[src/ihex_pkg.sv]
// ----------------------------------------------------------------------------
// Intel HEX record parser package
// Shared types, parse phase codes, status codes and the hex digit decoder.
// ----------------------------------------------------------------------------
package ihex_pkg;

  localparam int CharWidth    = 8;
  localparam int AddrWidth    = 16;
  localparam int ByteWidth    = 8;
  localparam int StatusWidth  = 3;
  localparam int OutDataWidth = 32;

  localparam logic [3:0] PhStart = 4'd0;
  localparam logic [3:0] PhLen   = 4'd1;
  localparam logic [3:0] PhAddr  = 4'd2;
  localparam logic [3:0] PhType  = 4'd3;
  localparam logic [3:0] PhData  = 4'd4;
  localparam logic [3:0] PhCsum  = 4'd5;
  localparam logic [3:0] PhSkip  = 4'd6;

  localparam logic [StatusWidth-1:0] StOk      = 3'd0;
  localparam logic [StatusWidth-1:0] StCsum    = 3'd1;
  localparam logic [StatusWidth-1:0] StStart   = 3'd2;
  localparam logic [StatusWidth-1:0] StExtAddr = 3'd3;
  localparam logic [StatusWidth-1:0] StBadHex  = 3'd4;
  localparam logic [StatusWidth-1:0] StEof     = 3'd5;

  localparam logic [CharWidth-1:0] ChColon    = 8'h3a;
  localparam logic [CharWidth-1:0] ChLineFeed = 8'h0a;

  localparam logic [ByteWidth-1:0] KindData    = 8'h00;
  localparam logic [ByteWidth-1:0] KindEof     = 8'h01;
  localparam logic [ByteWidth-1:0] KindExtAddr = 8'h02;

  typedef struct packed {
    logic [3:0]           phase;
    logic                 digit_half;
    logic [3:0]           high_nibble;
    logic [ByteWidth-1:0] field_count;
    logic [ByteWidth-1:0] remaining_bytes;
    logic [AddrWidth-1:0] record_address;
    logic [ByteWidth-1:0] running_sum;
    logic                 stopped;
  } parse_state_t;

  typedef struct packed {
    logic                   halted;
    logic [StatusWidth-1:0] record_status;
    logic                   record_event;
    logic [ByteWidth-1:0]   byte_value;
    logic [AddrWidth-1:0]   byte_address;
    logic                   byte_valid;
  } result_t;

  typedef struct packed {
    logic       valid;
    logic [3:0] nibble;
  } hex_digit_t;

  function automatic hex_digit_t hex_decode(input logic [CharWidth-1:0] c);
    hex_digit_t d;
    d.valid  = 1'b1;
    d.nibble = 4'd0;
    if (c >= 8'h30 && c <= 8'h39) begin
      d.nibble = 4'(c - 8'h30);
    end else if (c >= 8'h61 && c <= 8'h66) begin
      d.nibble = 4'(c - 8'h57);
    end else if (c >= 8'h41 && c <= 8'h46) begin
      d.nibble = 4'(c - 8'h37);
    end else begin
      d.valid = 1'b0;
    end
    return d;
  endfunction

endpackage

[src/ihex_step.sv]
// ----------------------------------------------------------------------------
// Intel HEX parse step
// Next parse state and the result word for one character.
// ----------------------------------------------------------------------------
module ihex_step
  import ihex_pkg::*;
(
  input  parse_state_t         cur,
  input  logic [CharWidth-1:0] ch,
  output parse_state_t         nxt,
  output result_t              res
);

  hex_digit_t           digit;
  logic [ByteWidth-1:0] full_byte;
  logic [ByteWidth-1:0] sum_plus;
  logic [ByteWidth-1:0] rem_dec;

  always_comb begin
    digit     = hex_decode(ch);
    full_byte = {cur.high_nibble, digit.nibble};
    sum_plus  = cur.running_sum + full_byte;
    rem_dec   = cur.remaining_bytes - 8'd1;
    nxt       = cur;
    res       = '0;

    if (!cur.stopped) begin
      if (cur.phase == PhSkip) begin
        if (ch == ChLineFeed) begin
          nxt.phase = PhStart;
        end
      end else if (cur.phase < PhLen || cur.phase > PhCsum) begin
        if (ch == ChColon) begin
          nxt.phase       = PhLen;
          nxt.digit_half  = 1'b0;
          nxt.field_count = '0;
          nxt.running_sum = '0;
        end else begin
          res.record_event  = 1'b1;
          res.record_status = StStart;
          nxt.stopped       = 1'b1;
        end
      end else if (!digit.valid) begin
        res.record_event  = 1'b1;
        res.record_status = StBadHex;
        nxt.stopped       = 1'b1;
      end else if (!cur.digit_half) begin
        nxt.high_nibble = digit.nibble;
        nxt.digit_half  = 1'b1;
      end else begin
        nxt.digit_half = 1'b0;
        case (cur.phase)
          PhLen: begin
            nxt.remaining_bytes = full_byte;
            nxt.running_sum     = full_byte;
            nxt.field_count     = '0;
            nxt.phase           = PhAddr;
          end
          PhAddr: begin
            nxt.running_sum = sum_plus;
            if (cur.field_count == '0) begin
              nxt.record_address = {full_byte, 8'h00};
              nxt.field_count    = 8'd1;
            end else begin
              nxt.record_address = {cur.record_address[AddrWidth-1:8], full_byte};
              nxt.field_count    = '0;
              nxt.phase          = PhType;
            end
          end
          PhType: begin
            nxt.running_sum = sum_plus;
            nxt.field_count = '0;
            if (full_byte == KindData) begin
              nxt.phase = (cur.remaining_bytes == '0) ? PhCsum : PhData;
            end else if (full_byte == KindEof) begin
              res.record_event  = 1'b1;
              res.record_status = StEof;
              nxt.stopped       = 1'b1;
            end else if (full_byte == KindExtAddr) begin
              res.record_event  = 1'b1;
              res.record_status = StExtAddr;
              nxt.stopped       = 1'b1;
            end else begin
              nxt.phase = PhSkip;
            end
          end
          PhData: begin
            res.byte_valid      = 1'b1;
            res.byte_address    = cur.record_address + {8'h00, cur.field_count};
            res.byte_value      = full_byte;
            nxt.running_sum     = sum_plus;
            nxt.field_count     = cur.field_count + 8'd1;
            nxt.remaining_bytes = rem_dec;
            if (rem_dec == '0) begin
              nxt.phase = PhCsum;
            end
          end
          default: begin
            res.record_event = 1'b1;
            if (sum_plus == '0) begin
              res.record_status = StOk;
              nxt.phase         = PhSkip;
            end else begin
              res.record_status = StCsum;
              nxt.stopped       = 1'b1;
            end
          end
        endcase
      end
    end

    res.halted = nxt.stopped;
  end

endmodule

[src/ihex_skid.sv]
// ----------------------------------------------------------------------------
// Output skid buffer
// Two-entry output register; input ready comes straight from a flop.
// ----------------------------------------------------------------------------
module ihex_skid
  import ihex_pkg::*;
#(
  parameter int Width = OutDataWidth
) (
  input  logic             clk,
  input  logic             rst,
  input  logic             in_valid,
  output logic             in_ready,
  input  logic [Width-1:0] in_data,
  output logic             out_valid,
  input  logic             out_ready,
  output logic [Width-1:0] out_data
);

  logic             main_valid;
  logic [Width-1:0] main_data;
  logic             skid_valid;
  logic [Width-1:0] skid_data;
  logic             push;
  logic             pop;

  assign in_ready  = !skid_valid;
  assign out_valid = main_valid;
  assign out_data  = main_data;
  assign push      = in_valid && in_ready;
  assign pop       = main_valid && out_ready;

  always_ff @(posedge clk) begin
    if (rst) begin
      main_valid <= 1'b0;
      skid_valid <= 1'b0;
    end else if (skid_valid) begin
      if (pop) begin
        main_data  <= skid_data;
        skid_valid <= 1'b0;
      end
    end else if (push) begin
      if (!main_valid || pop) begin
        main_data  <= in_data;
        main_valid <= 1'b1;
      end else begin
        skid_data  <= in_data;
        skid_valid <= 1'b1;
      end
    end else if (pop) begin
      main_valid <= 1'b0;
    end
  end

endmodule

[src/intel_hex_record_parser.sv]
// ----------------------------------------------------------------------------
// Intel HEX record parser
//
//   Channel  Dir  Signals               Carries
//   s        in   s_tvalid/tready/tdata one character per word
//   m        out  m_tvalid/tready/tdata one result per character, tlast = record event
//
// One character is taken per cycle while s_tready is high; its result is registered.
// The parse state updates in the cycle a character is accepted.
// A two-entry output buffer absorbs one word of stall; s_tready is a flop.
// Reset returns the parser to start of line and empties the output buffer.
// ----------------------------------------------------------------------------
module intel_hex_record_parser
  import ihex_pkg::*;
(
  input  logic                    clk,
  input  logic                    rst,
  input  logic                    s_tvalid,
  output logic                    s_tready,
  input  logic [CharWidth-1:0]    s_tdata,   // [7:0] ch
  output logic                    m_tvalid,
  input  logic                    m_tready,
  // [0] byte_valid, [16:1] byte_address, [24:17] byte_value,
  // [27:25] record_status, [28] halted, [31:29] zero
  output logic [OutDataWidth-1:0] m_tdata,
  output logic                    m_tlast    // record_event
);

  parse_state_t          state;
  parse_state_t          state_next;
  result_t               res;
  logic                  accept;
  logic [OutDataWidth:0] packed_word;
  logic [OutDataWidth:0] out_word;

  assign accept = s_tvalid && s_tready;

  ihex_step u_step (
    .cur (state),
    .ch  (s_tdata),
    .nxt (state_next),
    .res (res)
  );

  always_ff @(posedge clk) begin
    if (rst) begin
      state <= '0;
    end else if (accept) begin
      state <= state_next;
    end
  end

  always_comb begin
    packed_word = '0;
    packed_word[0]     = res.byte_valid;
    packed_word[16:1]  = res.byte_address;
    packed_word[24:17] = res.byte_value;
    packed_word[27:25] = res.record_status;
    packed_word[28]    = res.halted;
    packed_word[OutDataWidth] = res.record_event;
  end

  ihex_skid #(
    .Width (OutDataWidth + 1)
  ) u_skid (
    .clk       (clk),
    .rst       (rst),
    .in_valid  (s_tvalid),
    .in_ready  (s_tready),
    .in_data   (packed_word),
    .out_valid (m_tvalid),
    .out_ready (m_tready),
    .out_data  (out_word)
  );

  assign m_tdata = out_word[OutDataWidth-1:0];
  assign m_tlast = out_word[OutDataWidth];

endmodule

[config.mk]
export PLATFORM = sky130hd
export DESIGN_NAME = intel_hex_record_parser
export DESIGN_NICKNAME = d
export VERILOG_FILES = /design/src/ihex_pkg.sv /design/src/ihex_step.sv /design/src/ihex_skid.sv /design/src/intel_hex_record_parser.sv
export SDC_FILE = /design/constraint.sdc
export NUM_CORES = 1
export LEC_CHECK = 0
export ABC_AREA = 1
export BUFFER_PORTS_ARGS = -buffer_cell sky130_fd_sc_hd__buf_2
export CORE_MARGIN = 4
export CORE_UTILIZATION = 55
export DETAILED_ROUTE_END_ITERATION = 6
export PLACE_DENSITY = 0.82
export SLEW_MARGIN = 20
export SYNTH_ARGS = -nofsm -noshare
export SYNTH_HDL_FRONTEND = slang
export SYNTH_SLANG_ARGS = --single-unit
[constraint.sdc]
create_clock -name clk -period 3.3 [get_ports clk]
set_clock_uncertainty 0.2 [all_clocks]
set_input_delay 0.165 -clock clk [delete_from_list [all_inputs] [get_ports clk]]
set_output_delay 0.165 -clock clk [all_outputs]
set_load 0.05 [all_outputs]
==> results.sh <==
export IMPL_dp_cells=943
export IMPL_grt_antenna_before_repair=0
export IMPL_overflow=0
export IMPL_syn_cell_area_um2=6230
export IMPL_ys_ff_latch=111
export IMPL_cts_sinks=111
export IMPL_htreeDepth=3
export IMPL_synth_top_cell_area_share_pct=28.9
export IMPL_cts_clk_slew_worst_paths_ns=0.07
export IMPL_worstMarginPinSlew_ns=0.858
export IMPL_final_cells=961
export IMPL_final_setup_viol_count=0
export IMPL_async_flop_share_pct=0
export IMPL_drc_errors=0
export IMPL_vias_per_cell=5.70
export IMPL_row_count=38
export IMPL_yosys_area_top_type="edfxtp_1"
export IMPL_postRouteAntennaNets=0
export IMPL_insertion_delay_ns=0.35
export IMPL_start_kind="register"
export IMPL_worst_path_most_repeated_cell="nand2_1"
export IMPL_synthDistinctLibCells=53
export IMPL_start_util_pct=56.8
export IMPL_fin_setup_tns_ns=0
export IMPL_rsz0062_at_grt="false"
export IMPL_tritoncts="yes"
export IMPL_grt_usage_pct=23.8
export IMPL_drive_gt1_share_pct=15.8
export IMPL_required_ns=3.20
export IMPL_clkPwrFrac_pct=36.6
export IMPL_p_int_mw=2.20
export IMPL_port_buffers=43
export IMPL_diodes=0
export IMPL_slew_headroom_pct=42.3
export IMPL_crit_arrival_ns=2.94
export IMPL_powerDensity_nw_per_um2=435
export IMPL_min_path_type="primary input to register"
export IMPL_vias=5475
export IMPL_place_gp_congestion=1.01
export IMPL_ys_warn_count=0
export IMPL_fin_crit_sh_pct=92.2
export IMPL_area_delta_synth_final_pct=12.3
export IMPL_grt_max_degree=35
export IMPL_total_leakage_power_nw=2.99
export IMPL_final_max_slew_violation_count=0
export IMPL_synth_common_cells="nand2_1 (164), nor2_1 (95), inv_1 (80), edfxtp_1 (60), dfxtp_1 (51)"
export IMPL_avgSynthCellArea_um2=8.17
export IMPL_grt_pass1_wl_mm=25.1
export IMPL_place_hpwl_mm=11.3
export IMPL_synth_seq_area_share_pct=45.3
export IMPL_wl_per_cell_um=16.0
export IMPL_setup_slack_ns=0.257
export IMPL_cap_violations=0
export IMPL_cts_buffers=9
export IMPL_cts_root_buf="clkbuf_16"
export IMPL_die_x_um=114
export IMPL_syn_instance_count=763
export IMPL_wirelength_mm=15.4
export IMPL_end_kind="register"
export IMPL_ir_worst_vdd_mv=0.272
export IMPL_p_sw_uw=847
export IMPL_worstPathMaxFanout=3
export IMPL_fin_crit_ns=3.04
export IMPL_yosys_top_cells_area="edfxtp_1 (29%), dfxtp_1 (16%), nand2_1 (9.9%)"
export IMPL_core_um2=11000
export IMPL_swShare_pct=27.8
export IMPL_preCtsSetupSlack_ns=-0.110
export IMPL_crit_type="register to register"
export IMPL_die_area_um2=13100
export IMPL_io_pins=47
export IMPL_synth_most_common_cell="nand2_1"
export IMPL_seqPwrFrac_pct=49.4
export IMPL_drt_iter0_drc=495
export IMPL_max_stage_delay_ns=0.45
export IMPL_nets=853
export IMPL_clockBufferDepth=2
export IMPL_outcome="completed"
export IMPL_synth_edf_count=60
export IMPL_fmax_mhz=329
export IMPL_num_fill_cells=879
export IMPL_worstPathCellList="ha_1 -> inv_1 -> fa_1 -> o31ai_1 -> nand4_1 -> nand2_1 -> nand2_1 -> nor3_1 -> nand2_1 -> xor2_1 -> o21ai_0"
export IMPL_hold_viol=0
export IMPL_crit_path_top_delay_cell="o31ai_1"
export IMPL_die_h_um=114
export IMPL_grt_pass1_vias=5297
export IMPL_p_comb_share_pct=13.9
export IMPL_firstDrtPassIters=5
export IMPL_synth_main_ff_cell="edfxtp_1"
[placed cells by master, fill, tap and decap left out, types with 6 or more instances in the layout]
cell type  count
nand4_1       16
inv_2          9
a21oi_1       49
o22ai_1        8
nand3_1       31
inv_1         80
xor2_1        11
o21ai_1        6
a31oi_1        6
edfxtp_1      60
dfxtp_1       51
a211oi_1      12
o21ai_0       28
ha_1          23
nand2_1      164
o211ai_1       9
buf_2         43
nor2_2         7
clkbuf_16      9
nor3_1        15
nor2_1        93
buf_4         21
[routing by layer]
layer	vias up	share of wire, %	global-route usage [%]
met3	31	7.4	4.12
li1	2670	-	-
met5	-	0	0
met2	237	48	41.1
met1	2537	42	30.1
met4	0	2.0	7.68
[flip-flops by register name, indices dropped and copies added (netlist names)]
register and cells:
u_skid.skid_valid 1, u_skid.skid_data 30, u_skid.out_valid 1, u_skid.out_data 30
state 49
[power groups by stage]
stage                     sequential, mW  combinational [mW]  clock, mW
final                               1.51               0.424       1.12
after global routing                1.51               0.460       1.19
after CTS                           1.51               0.414       1.13
after detailed placement            1.54               0.412          0
after global placement              1.54               0.404          0
after floorplan                     1.60               0.245          0
[through the flow]
stage	hold slack, ns	utilization, %	total power, mW	area, um2
after floorplan	0.194	-	1.85	6250
after global placement	0.260	60.6	1.94	6660
after detailed placement	0.266	60.6	1.95	6660
after CTS	0.0842	63.5	3.05	6970
after global routing	0.102	63.7	3.16	7000
final	0.0829	63.7	3.04	7000
[kinds of logic after synthesis]
family,count (synthesis),synth area share [%]
buf+inv,116,7.91
mux,3,0.542
compound gates,136,12.9
simple gates,355,25.8
other cells,1,0.0601
fa+ha+maj,25,5.26
flops,111,45.3
xor+xnor,16,2.25
[path summary, 6_finish.rpt]
kind / end / cells past startpoint / slack, ns / from
hold / removal: u_skid.skid_valid / 3 / 0.08 / s_tvalid
setup reg to reg: u_skid.out_data[15] / 11 / 0.26 / state[33]
hold reg to reg: state[5] / 2 / 0.27 / state[5]
setup / recovery: u_skid.out_data[15] / 11 / 0.26 / state[33]
[worst max-delay path, delay by kind of cell, from the launching register on]
| family | cells | cell delay (ns) |
|---|---|---|
| xor gates and xnor gates | 1 | 0.20 |
| buffers and inverters | 1 | 0.06 |
| adders and majority gates | 2 | 0.60 |
| and+or+nand+nor | 5 | 0.85 |
| AOI/OAI and AO/OA | 2 | 0.54 |
| DFF | 1 | 0.35 |
[timing repair]
item	CTS	global route
resized for setup	0	6
buffers inserted	0	1
endpoints found under the setup margin	0	6
hold endpoints to repair	1	0
hold buffers	1	0
[cell type report]
type	instances	area, um2	area share [%]
clock buffer	10	229	3.27
clock inverter	6	73.8	1.05
inverter	91	348	4.97
multi-input combinational	538	2970	42.4
sequential	111	2820	40.3
tap	140	175	2.50
timing repair buffer	65	383	5.47
Note: power is estimated with default switching activity, not from simulation.
